**src/hw/rtl/spel_pkg.sv**
```systemverilog
// Shared types, constants and register codes of the encoder speed loop.
`default_nettype none

package spel_pkg;

    localparam int CntW   = 16;
    localparam int TgtW   = 12;
    localparam int GainW  = 12;
    localparam int MaxW   = 15;
    localparam int MinW   = 16;
    localparam int SumW   = 32;
    localparam int DrvW   = 16;
    localparam int WideW  = 34;
    localparam int IntW   = 29;
    localparam int TotW   = 37;
    localparam int CfgIdxW = 3;
    localparam int CfgDatW = 16;

    // Reciprocal of one thousand, exact for magnitudes below 2**MagW.
    localparam int MagW     = 25;
    localparam int MagicW   = 26;
    localparam int DivShift = 35;
    localparam logic [MagicW-1:0] DIV_MAGIC = 26'd34359739;

    localparam logic [GainW-1:0]       KP_RESET        = 12'd34;
    localparam logic [GainW-1:0]       KI_RESET        = 12'd41;
    localparam logic [GainW-1:0]       KD_RESET        = 12'd0;
    localparam logic [MaxW-1:0]        SPEED_MAX_RESET = 15'd9000;
    localparam logic signed [MinW-1:0] SPEED_MIN_RESET = -16'sd9000;

    localparam logic signed [IntW-1:0] TRIP_HIGH = 29'sd9000000;
    localparam logic signed [IntW-1:0] TRIP_LOW  = -29'sd9000000;

    typedef enum logic [CfgIdxW-1:0] {
        CFG_KP        = 3'd0,
        CFG_KI        = 3'd1,
        CFG_KD        = 3'd2,
        CFG_SPEED_MAX = 3'd3,
        CFG_SPEED_MIN = 3'd4
    } cfg_reg_t;

    typedef struct packed {
        logic [GainW-1:0]       kp;
        logic [GainW-1:0]       ki;
        logic [GainW-1:0]       kd;
        logic [MaxW-1:0]        speed_max;
        logic signed [MinW-1:0] speed_min;
    } cfg_t;

    typedef struct packed {
        logic                   kind;
        logic signed [CntW-1:0] left_count;
        logic signed [CntW-1:0] right_count;
        logic [TgtW-1:0]        target_speed;
    } item_t;

    typedef struct packed {
        logic signed [DrvW-1:0] err;
        logic signed [DrvW-1:0] dif;
    } err_beat_t;

    typedef struct packed {
        logic signed [IntW-1:0] p_raw;
        logic signed [IntW-1:0] i_inc;
        logic signed [IntW-1:0] d_raw;
    } terms_t;

endpackage

`default_nettype wire

```
**src/hw/rtl/spel_cfg_regs.sv**
```systemverilog
// Gain and limit registers with their write port.
`default_nettype none

module spel_cfg_regs (
    input  wire logic                           clk,
    input  wire logic                           rst_n,
    input  wire logic                           cfg_wr_en,
    input  wire logic [spel_pkg::CfgIdxW-1:0]   cfg_index,
    input  wire logic [spel_pkg::CfgDatW-1:0]   cfg_data,
    output spel_pkg::cfg_t                      cfg
);
    import spel_pkg::*;

    cfg_t cfg_reg;

    always_ff @(posedge clk or negedge rst_n)
    begin
        if (!rst_n)
        begin
            cfg_reg.kp        <= KP_RESET;
            cfg_reg.ki        <= KI_RESET;
            cfg_reg.kd        <= KD_RESET;
            cfg_reg.speed_max <= SPEED_MAX_RESET;
            cfg_reg.speed_min <= SPEED_MIN_RESET;
        end
        else if (cfg_wr_en)
        begin
            case (cfg_reg_t'(cfg_index))
                CFG_KP:        cfg_reg.kp        <= cfg_data[GainW-1:0];
                CFG_KI:        cfg_reg.ki        <= cfg_data[GainW-1:0];
                CFG_KD:        cfg_reg.kd        <= cfg_data[GainW-1:0];
                CFG_SPEED_MAX: cfg_reg.speed_max <= cfg_data[MaxW-1:0];
                CFG_SPEED_MIN: cfg_reg.speed_min <= $signed(cfg_data[MinW-1:0]);
                default:       ;
            endcase
        end
    end

    assign cfg = cfg_reg;

endmodule

`default_nettype wire

```
**src/hw/rtl/spel_err_stage.sv**
```systemverilog
// Input register, encoder sum, speed error and speed change stage.
`default_nettype none

module spel_err_stage (
    input  wire logic            clk,
    input  wire logic            rst_n,
    input  wire logic            in_valid,
    output logic                 in_ready,
    input  wire spel_pkg::item_t in_item,
    output logic                 out_valid,
    input  wire logic            out_ready,
    output spel_pkg::err_beat_t  out_beat
);
    import spel_pkg::*;

    function automatic logic signed [WideW-1:0] half_trunc(input logic signed [WideW-1:0] x);
        logic signed [WideW-1:0] adj;
        adj = x + $signed({{(WideW-1){1'b0}}, x[WideW-1]});
        return adj >>> 1;
    endfunction

    function automatic logic signed [DrvW-1:0] sat16(input logic signed [WideW-1:0] x);
        logic signed [DrvW-1:0] r;
        if (x > 34'sd32767)
            r = 16'sh7FFF;
        else if (x < -34'sd32768)
            r = 16'sh8000;
        else
            r = x[DrvW-1:0];
        return r;
    endfunction

    logic                    a_valid_reg;
    item_t                   a_item_reg;
    logic                    b_valid_reg;
    err_beat_t               b_beat_reg;
    err_beat_t               b_beat_next;
    logic [SumW-1:0]         count_sum_reg;
    logic [SumW-1:0]         count_sum_next;
    logic signed [DrvW-1:0]  last_speed_reg;
    logic signed [DrvW-1:0]  last_speed_next;
    logic                    a_go;
    logic                    b_load;
    logic                    in_fire;
    logic signed [WideW-1:0] sum2_x;
    logic signed [WideW-1:0] err2;
    logic signed [WideW-1:0] dif2;

    assign b_load   = a_valid_reg && a_item_reg.kind && (!b_valid_reg || out_ready);
    assign a_go     = a_valid_reg && (!a_item_reg.kind || !b_valid_reg || out_ready);
    assign in_ready = !a_valid_reg || a_go;
    assign in_fire  = in_valid && in_ready;

    assign sum2_x = $signed({{(WideW-SumW){count_sum_reg[SumW-1]}}, count_sum_reg});
    assign err2   = $signed({{(WideW-TgtW-1){1'b0}}, a_item_reg.target_speed, 1'b0}) - sum2_x;
    assign dif2   = sum2_x
                  - $signed({{(WideW-DrvW-1){last_speed_reg[DrvW-1]}}, last_speed_reg, 1'b0});

    always_comb
    begin
        count_sum_next  = count_sum_reg;
        last_speed_next = last_speed_reg;
        if (a_go && !a_item_reg.kind)
        begin
            count_sum_next = count_sum_reg
                + {{(SumW-CntW){a_item_reg.left_count[CntW-1]}}, a_item_reg.left_count}
                + {{(SumW-CntW){a_item_reg.right_count[CntW-1]}}, a_item_reg.right_count};
        end
        else if (b_load)
        begin
            count_sum_next  = '0;
            last_speed_next = sat16(half_trunc(sum2_x));
        end
        b_beat_next.err = sat16(half_trunc(err2));
        b_beat_next.dif = sat16(half_trunc(dif2));
    end

    always_ff @(posedge clk or negedge rst_n)
    begin
        if (!rst_n)
        begin
            a_valid_reg    <= 1'b0;
            b_valid_reg    <= 1'b0;
            count_sum_reg  <= '0;
            last_speed_reg <= '0;
        end
        else
        begin
            if (in_fire)
                a_valid_reg <= 1'b1;
            else if (a_go)
                a_valid_reg <= 1'b0;
            if (b_load)
                b_valid_reg <= 1'b1;
            else if (out_ready)
                b_valid_reg <= 1'b0;
            count_sum_reg  <= count_sum_next;
            last_speed_reg <= last_speed_next;
        end
    end

    always_ff @(posedge clk)
    begin
        if (in_fire)
            a_item_reg <= in_item;
        if (b_load)
            b_beat_reg <= b_beat_next;
    end

    assign out_valid = b_valid_reg;
    assign out_beat  = b_beat_reg;

endmodule

`default_nettype wire

```
**src/hw/rtl/spel_pid_terms.sv**
```systemverilog
// Gain products, integral update with trip, and total in thousandths.
`default_nettype none

module spel_pid_terms (
    input  wire logic                          clk,
    input  wire logic                          rst_n,
    input  wire spel_pkg::cfg_t                cfg,
    input  wire logic                          in_valid,
    output logic                               in_ready,
    input  wire spel_pkg::err_beat_t           in_beat,
    output logic                               out_valid,
    input  wire logic                          out_ready,
    output logic signed [spel_pkg::TotW-1:0]   out_total
);
    import spel_pkg::*;

    logic                   c_valid_reg;
    terms_t                 c_terms_reg;
    terms_t                 c_terms_next;
    logic                   d_valid_reg;
    logic signed [TotW-1:0] d_total_reg;
    logic signed [TotW-1:0] d_total_next;
    logic signed [IntW-1:0] integral_reg;
    logic signed [IntW-1:0] integral_next;
    logic signed [IntW-1:0] integral_sum;
    logic signed [IntW-1:0] hi_th;
    logic signed [IntW-1:0] lo_th;
    logic signed [IntW-1:0] err_x;
    logic signed [IntW-1:0] dif_x;
    logic                   c_load;
    logic                   d_load;

    assign d_load   = c_valid_reg && (!d_valid_reg || out_ready);
    assign in_ready = !c_valid_reg || d_load;
    assign c_load   = in_valid && in_ready;

    assign err_x = $signed({{(IntW-DrvW){in_beat.err[DrvW-1]}}, in_beat.err});
    assign dif_x = $signed({{(IntW-DrvW){in_beat.dif[DrvW-1]}}, in_beat.dif});

    assign c_terms_next.p_raw = err_x * $signed({{(IntW-GainW){1'b0}}, cfg.kp});
    assign c_terms_next.i_inc = err_x * $signed({{(IntW-GainW){1'b0}}, cfg.ki});
    assign c_terms_next.d_raw = dif_x * $signed({{(IntW-GainW){1'b0}}, cfg.kd});

    assign hi_th = $signed({{(IntW-MaxW){1'b0}}, cfg.speed_max}) * 29'sd1000;
    assign lo_th = $signed({{(IntW-MinW){cfg.speed_min[MinW-1]}}, cfg.speed_min}) * 29'sd1000;
    assign integral_sum = integral_reg + c_terms_reg.i_inc;

    always_comb
    begin
        if (integral_sum > hi_th)
            integral_next = TRIP_HIGH;
        else if (integral_sum < lo_th)
            integral_next = TRIP_LOW;
        else
            integral_next = integral_sum;
        d_total_next =
              $signed({{(TotW-IntW){c_terms_reg.p_raw[IntW-1]}}, c_terms_reg.p_raw}) * 37'sd100
            + $signed({{(TotW-IntW){integral_next[IntW-1]}}, integral_next})
            + $signed({{(TotW-IntW){c_terms_reg.d_raw[IntW-1]}}, c_terms_reg.d_raw}) * 37'sd10;
    end

    always_ff @(posedge clk or negedge rst_n)
    begin
        if (!rst_n)
        begin
            c_valid_reg  <= 1'b0;
            d_valid_reg  <= 1'b0;
            integral_reg <= '0;
        end
        else
        begin
            if (c_load)
                c_valid_reg <= 1'b1;
            else if (d_load)
                c_valid_reg <= 1'b0;
            if (d_load)
            begin
                d_valid_reg  <= 1'b1;
                integral_reg <= integral_next;
            end
            else if (out_ready)
            begin
                d_valid_reg <= 1'b0;
            end
        end
    end

    always_ff @(posedge clk)
    begin
        if (c_load)
            c_terms_reg <= c_terms_next;
        if (d_load)
            d_total_reg <= d_total_next;
    end

    assign out_valid = d_valid_reg;
    assign out_total = d_total_reg;

endmodule

`default_nettype wire

```
**src/hw/rtl/spel_out_scale.sv**
```systemverilog
// Division of the total by one thousand, limit clamp and output register.
`default_nettype none

module spel_out_scale (
    input  wire logic                          clk,
    input  wire logic                          rst_n,
    input  wire spel_pkg::cfg_t                cfg,
    input  wire logic                          in_valid,
    output logic                               in_ready,
    input  wire logic signed [spel_pkg::TotW-1:0] in_total,
    output logic                               out_valid,
    input  wire logic                          out_ready,
    output logic signed [spel_pkg::DrvW-1:0]   out_drive
);
    import spel_pkg::*;

    localparam int ProdW = MagW + MagicW;
    localparam int QW    = DrvW + 1;

    logic                   e_valid_reg;
    logic [DrvW-1:0]        e_quot_reg;
    logic                   e_neg_reg;
    logic                   f_valid_reg;
    logic signed [DrvW-1:0] f_drive_reg;
    logic signed [DrvW-1:0] f_drive_next;
    logic [TotW-1:0]        mag;
    logic [MagW-1:0]        mag_clip;
    logic [ProdW-1:0]       prod;
    logic signed [QW-1:0]   quot;
    logic signed [QW-1:0]   hi_q;
    logic signed [QW-1:0]   lo_q;
    logic                   e_load;
    logic                   f_load;

    assign f_load   = e_valid_reg && (!f_valid_reg || out_ready);
    assign in_ready = !e_valid_reg || f_load;
    assign e_load   = in_valid && in_ready;

    // Magnitudes past the reach of any limit are clipped; the clamp still sees them as beyond.
    assign mag      = in_total[TotW-1] ? $unsigned(-in_total) : $unsigned(in_total);
    assign mag_clip = (|mag[TotW-1:MagW]) ? {MagW{1'b1}} : mag[MagW-1:0];
    assign prod     = {{MagicW{1'b0}}, mag_clip} * {{MagW{1'b0}}, DIV_MAGIC};

    assign quot = e_neg_reg ? -$signed({1'b0, e_quot_reg}) : $signed({1'b0, e_quot_reg});
    assign hi_q = $signed({{(QW-MaxW){1'b0}}, cfg.speed_max});
    assign lo_q = $signed({cfg.speed_min[MinW-1], cfg.speed_min});

    always_comb
    begin
        if (quot > hi_q)
            f_drive_next = hi_q[DrvW-1:0];
        else if (quot < lo_q)
            f_drive_next = lo_q[DrvW-1:0];
        else
            f_drive_next = quot[DrvW-1:0];
    end

    always_ff @(posedge clk or negedge rst_n)
    begin
        if (!rst_n)
        begin
            e_valid_reg <= 1'b0;
            f_valid_reg <= 1'b0;
        end
        else
        begin
            if (e_load)
                e_valid_reg <= 1'b1;
            else if (f_load)
                e_valid_reg <= 1'b0;
            if (f_load)
                f_valid_reg <= 1'b1;
            else if (out_ready)
                f_valid_reg <= 1'b0;
        end
    end

    always_ff @(posedge clk)
    begin
        if (e_load)
        begin
            e_quot_reg <= prod[DivShift +: DrvW];
            e_neg_reg  <= in_total[TotW-1];
        end
        if (f_load)
            f_drive_reg <= f_drive_next;
    end

    assign out_valid = f_valid_reg;
    assign out_drive = f_drive_reg;

endmodule

`default_nettype wire

```
**src/hw/rtl/speed_pid_encoder_loop_core.sv**
```systemverilog
// Top level of the encoder speed loop: PID controller with integral trip.
//
//   Channel   Side    Beat contents
//   s_axis    in      tuser: kind; tdata: left_count, right_count, target_speed
//   m_axis    out     tdata: drive
//   cfg       in      cfg_index selects kp, ki, kd, speed_max, speed_min
//
// One beat is taken every cycle unless all stages are full. A tick beat gives its
// drive after the input register, error stage, gain products, integral and total,
// reciprocal multiply by one thousandth, clamp and output register. A sample beat
// is absorbed in the error stage and gives no result. Reset clears all valid
// flags, the running sum, the last speed and the integral, and loads the default
// gains and limits. Each stage holds its beat while the next is full, so bubbles
// close up and a stall at the output reaches the input only when all stages fill.
`default_nettype none

module speed_pid_encoder_loop_core (
    input  wire logic                            clk,
    input  wire logic                            rst_n,
    input  wire logic                            s_tvalid,
    output logic                                 s_tready,
    input  wire logic [47:0]                     s_tdata,  // left_count, right_count, target_speed, zeros
    input  wire logic [0:0]                      s_tuser,  // kind
    output logic                                 m_tvalid,
    input  wire logic                            m_tready,
    output logic [15:0]                          m_tdata,  // drive
    input  wire logic                            cfg_wr_en,
    input  wire logic [spel_pkg::CfgIdxW-1:0]    cfg_index,
    input  wire logic [spel_pkg::CfgDatW-1:0]    cfg_data
);
    import spel_pkg::*;

    cfg_t                   cfg;
    item_t                  in_item;
    logic                   err_valid;
    logic                   err_ready;
    err_beat_t              err_beat;
    logic                   tot_valid;
    logic                   tot_ready;
    logic signed [TotW-1:0] tot_value;
    logic signed [DrvW-1:0] drive;

    assign in_item.kind         = s_tuser[0];
    assign in_item.left_count   = $signed(s_tdata[CntW-1:0]);
    assign in_item.right_count  = $signed(s_tdata[2*CntW-1:CntW]);
    assign in_item.target_speed = s_tdata[2*CntW +: TgtW];

    spel_cfg_regs u_cfg (
        .clk       (clk),
        .rst_n     (rst_n),
        .cfg_wr_en (cfg_wr_en),
        .cfg_index (cfg_index),
        .cfg_data  (cfg_data),
        .cfg       (cfg)
    );

    spel_err_stage u_err (
        .clk       (clk),
        .rst_n     (rst_n),
        .in_valid  (s_tvalid),
        .in_ready  (s_tready),
        .in_item   (in_item),
        .out_valid (err_valid),
        .out_ready (err_ready),
        .out_beat  (err_beat)
    );

    spel_pid_terms u_pid (
        .clk       (clk),
        .rst_n     (rst_n),
        .cfg       (cfg),
        .in_valid  (err_valid),
        .in_ready  (err_ready),
        .in_beat   (err_beat),
        .out_valid (tot_valid),
        .out_ready (tot_ready),
        .out_total (tot_value)
    );

    spel_out_scale u_out (
        .clk       (clk),
        .rst_n     (rst_n),
        .cfg       (cfg),
        .in_valid  (tot_valid),
        .in_ready  (tot_ready),
        .in_total  (tot_value),
        .out_valid (m_tvalid),
        .out_ready (m_tready),
        .out_drive (drive)
    );

    assign m_tdata = drive;

endmodule

`default_nettype wire
```
**config.mk**
```make
export PLATFORM = sky130hd
export DESIGN_NAME = speed_pid_encoder_loop_core
export DESIGN_NICKNAME = d
export VERILOG_FILES = /design/src/hw/rtl/spel_pkg.sv /design/src/hw/rtl/spel_cfg_regs.sv /design/src/hw/rtl/spel_err_stage.sv /design/src/hw/rtl/spel_pid_terms.sv /design/src/hw/rtl/spel_out_scale.sv /design/src/hw/rtl/speed_pid_encoder_loop_core.sv
export SDC_FILE = /design/constraint.sdc
export NUM_CORES = 2
export LEC_CHECK = 0
export ABC_AREA = 1
export BUFFER_PORTS_ARGS = -buffer_cell sky130_fd_sc_hd__buf_2
export CORE_MARGIN = 3
export CORE_UTILIZATION = 40
export DETAILED_ROUTE_END_ITERATION = 10
export HOLD_SLACK_MARGIN = 0.02
export PLACE_DENSITY = 0.64
export SKIP_CTS_REPAIR_TIMING = 1
export SYNTH_ARGS = -nofsm -noshare
export SYNTH_HDL_FRONTEND = slang
export SYNTH_HIERARCHICAL = 1
export SYNTH_SLANG_ARGS = --single-unit
```
**constraint.sdc**
```tcl
create_clock -name clk -period 10.5 [get_ports clk]
set_input_delay 1.05 -clock clk [delete_from_list [all_inputs] [get_ports clk]]
set_output_delay 1.05 -clock clk [all_outputs]
set_load 0.005 [all_outputs]
```
==> metrics.json <==
{
  "area_growth": {"value": 6.27, "unit": "%"},
  "hold_slack": {"value": 318, "unit": "ps"},
  "drive_above_1_share": {"value": 4.66, "unit": "%"},
  "starting_utilization_of_the_core_area": {"value": 40.4, "unit": "%"},
  "synth-main-ff-cell": {"value": "sky130_fd_sc_hd__edfxtp_1"},
  "timing.final.crit_share": {"value": 90.0, "unit": "%"},
  "synth.ff_latch_count": {"value": 384},
  "crit_path_end_kind": {"value": "register"},
  "cts-root-buf": {"value": "sky130_fd_sc_hd__clkbuf_16"},
  "final.setup.tns": {"value": 0, "unit": "ps"},
  "cp_data_required_time": {"value": 10870, "unit": "ps"},
  "synthDistinctLibCells": {"value": 72},
  "syn_area": {"value": 0.0752, "unit": "mm^2"},
  "max_reg_flops": {"value": 87},
  "grt_pass1_vias": {"value": 63700},
  "number_of_antenna_violations_at_the_first_check_in_global_routing": {"value": 6},
  "row_count": {"value": 158},
  "tritoncts": {"value": "yes"},
  "syn-instance-count": {"value": 9838},
  "synth.yosys.seq_area_share": {"value": 14.4, "unit": "%"},
  "globalRoute.busiestLayer": {"value": "met2"},
  "grtUsageMet2": {"value": 37.6, "unit": "%"},
  "critPathArrivalTime": {"value": 9820, "unit": "ps"},
  "asyncSetResetFlopFracSynth": {"value": 39.1, "unit": "%"},
  "routedWlPerCell": {"value": 16.8, "unit": "um"},
  "clock_insertion_delay_worst_skew": {"value": 680, "unit": "ps"},
  "number_of_nets_produced_by_synthesis": {"value": 11800},
  "worst_reg2reg_setup_slack": {"value": 1050, "unit": "ps"},
  "horizontal_extent_of_the_die": {"value": 440, "unit": "um"},
  "timing.final.setup_violations": {"value": 0},
  "use_met1": {"value": 28.3, "unit": "%"},
  "post-route-worst-setup-slack": {"value": 1050, "unit": "ps"},
  "share_of_the_synthesized_area_in_the_top_cell_type": {"value": 25.2, "unit": "%"},
  "critical-path-max-stage-delay": {"value": 630, "unit": "ps"},
  "place.port_buffers": {"value": 86},
  "place.detailed.hpwl": {"value": 175000, "unit": "um"},
  "worst-path-max-fanout": {"value": 14},
  "ff2ff_path_depth": {"value": 45},
  "post-route-drc-count": {"value": 0},
  "critical_r2r_launch": {"value": "u_cfg/cfg[3]"},
  "antenna_left": {"value": 0},
  "finClkSkew": {"value": 52.5, "unit": "ps"},
  "core_region_area": {"value": 0.186, "unit": "mm^2"},
  "synth_most_common_cell": {"value": "sky130_fd_sc_hd__nand2_1"},
  "yosys_warnings": {"value": 6},
  "drt-pass1-iter-count": {"value": 8},
  "post_synth_most_frequent_cells": {"value": "sky130_fd_sc_hd__nand2_1 (2402), sky130_fd_sc_hd__inv_1 (2385), sky130_fd_sc_hd__fa_1 (946)"},
  "critPathSlowestCell": {"value": "sky130_fd_sc_hd__dfstp_2"},
  "worstHoldPathType": {"value": "input port to asynchronous set/reset pin"},
  "grt_overflow": {"value": 0},
  "critical_path_class": {"value": "register to register"},
  "cts-htree-levels": {"value": 2},
  "gr-usage-all-layers": {"value": 21.7, "unit": "%"},
  "die_area": {"value": 0.193, "unit": "mm^2"},
  "place_congestion": {"value": 0.959},
  "numClockSinks": {"value": 384},
  "synth_largest_area_cell": {"value": "sky130_fd_sc_hd__fa_1"},
  "clk_path_buf_depth": {"value": 3},
  "finalNetCount": {"value": 11800},
  "r2r_end": {"value": "u_pid/out_total[34]"},
  "final-max-slew-violation-count": {"value": 0},
  "max-slew-margin-rel": {"value": 21.9, "unit": "%"},
  "route.vias.total": {"value": 61800},
  "drt-vias-per-instance": {"value": 4.99},
  "wirelength": {"value": 208000, "unit": "um"},
  "crit_end": {"value": "u_pid/out_total[34]"},
  "preCtsSetupSlack": {"value": 1110, "unit": "ps"},
  "die-height": {"value": 440, "unit": "um"},
  "synth.avg_cell_area": {"value": 7.64, "unit": "um^2"},
  "max_frequency": {"value": 106, "unit": "MHz"},
  "critical-path-top-cell-by-count": {"value": "sky130_fd_sc_hd__nand2_1"},
  "grt_pass1_wl": {"value": 337000, "unit": "um"},
  "drt_first_iter_violations": {"value": 4080},
  "netlist_top_cells_area": {"value": "sky130_fd_sc_hd__fa_1 (25%), sky130_fd_sc_hd__ha_1 (15%), sky130_fd_sc_hd__nand2_1 (12%), sky130_fd_sc_hd__inv_1 (12%), sky130_fd_sc_hd__edfxtp_1 (9.3%)"},
  "grt_setup_unrepaired": {"value": "false"},
  "synth_enable_flop_cells": {"value": 234},
  "clock_pin_slew_worst_setup_and_hold_paths": {"value": 60, "unit": "ps"},
  "worstSetupStartpoint": {"value": "u_cfg/cfg[3]"},
  "largest_net_degree_at_the_start_of_global_routing": {"value": 59},
  "max_slew.worst_pin.slew": {"value": 1170, "unit": "ps"},
  "min_period": {"value": 9450, "unit": "ps"},
  "outcome": {"value": "completed"},
  "cap_viol_max_count": {"value": 0},
  "cts_buffer_count": {"value": 46},
  "critical_path.startpoint_type": {"value": "register"},
  "gr_met3_demand_resource": {"value": 2.12, "unit": "%"},
  "io-pin-count": {"value": 91},
  "hold_viol_final": {"value": 0}
}
-- area by class of cell --
| cell class | instances | area [um^2] |
|---|---|---|
| diodes | 4 | 10.0 |
| clock buffers | 58 | 1240 |
| clock inverters | 28 | 322 |
| fillers | 18800 | 106000 |
| inverters | 2425 | 9100 |
| multi-input cells | 6853 | 54500 |
| flip-flops and latches | 384 | 10800 |
| well taps | 2480 | 3100 |
| repair buffers | 138 | 827 |
-- stage by stage --
| step | cell area (um^2) | utilization [%] | cells |
|---|---|---|---|
| after floorplan | 75200 | - | 9838 |
| after global placement | 78400 | 42.1 | 12300 |
| after detailed placement | 78400 | 42.1 | 12300 |
| after CTS | 79900 | 42.9 | 12400 |
| after global routing | 79900 | 42.9 | 12400 |
| final | 79900 | 42.9 | 12400 |
-- cell usage in the layout, fill, tap and decap left out, types with 99 or more instances in the layout --
cell type                  netlist  routed
sky130_fd_sc_hd__ha_1          929     929
sky130_fd_sc_hd__nand4_1        99      99
sky130_fd_sc_hd__fa_1          946     946
sky130_fd_sc_hd__inv_1        2385    2384
sky130_fd_sc_hd__xnor2_1       105     105
sky130_fd_sc_hd__edfxtp_1      234     234
sky130_fd_sc_hd__xor2_1        252     252
sky130_fd_sc_hd__nor2_1        556     555
sky130_fd_sc_hd__dfrtp_1       131     131
sky130_fd_sc_hd__nand2_1      2402    2402
sky130_fd_sc_hd__a21oi_1       419     417
sky130_fd_sc_hd__nand3_1       341     341
sky130_fd_sc_hd__o21ai_0       224     224
-- worst min-delay path by stage --
stage	slack, ps	end	from	cells past startpoint
floorplan	440	u_cfg/cfg[31]	u_cfg/cfg[31]	2
global placement	470	u_out/out_valid	u_out/e_valid_reg	2
detailed placement	470	u_err/last_speed_reg[11]	u_err/last_speed_reg[11]	2
CTS	310	u_err/count_sum_reg[31]	rst_n	1
global route	330	u_err/count_sum_reg[31]	rst_n	1
finish	320	u_err/count_sum_reg[31]	rst_n	1
-- layer usage --
metal / routed length (um) / part of all wire, %
met4: 7800 / 3.8
met3: 10500 / 5.0
met2: 99300 / 48
met1: 90200 / 43
met5: 0 / 0
-- worst max-delay path, delay by kind of cell (launching register included) --
kind                       cells  cell delay [ps]
adders and majority gates      9             3970
buffers and inverters          7              620
DFF                            1              630
and+or+nand+nor               16             1610
AOI/OAI and AO/OA             11             2080
xor gates and xnor gates       2              240
-- cell families (layout without fill, tap and decap cells) --
kind of cell | after synthesis | count (layout) | synth area share [%]
xor+xnor | 358 | 358 | 4.18
simple gates | 3693 | 3693 | 20.6
compound gates | 927 | 927 | 7.08
other cells | 0 | 4 | 0
flops | 384 | 384 | 14.4
buf+inv | 2601 | 2649 | 13.2
fa+ha+maj | 1875 | 1875 | 40.6
Power is left out: the tool's default activity adds up to more than one toggle a clock period on the data nets, which glitch-free logic cannot reach.
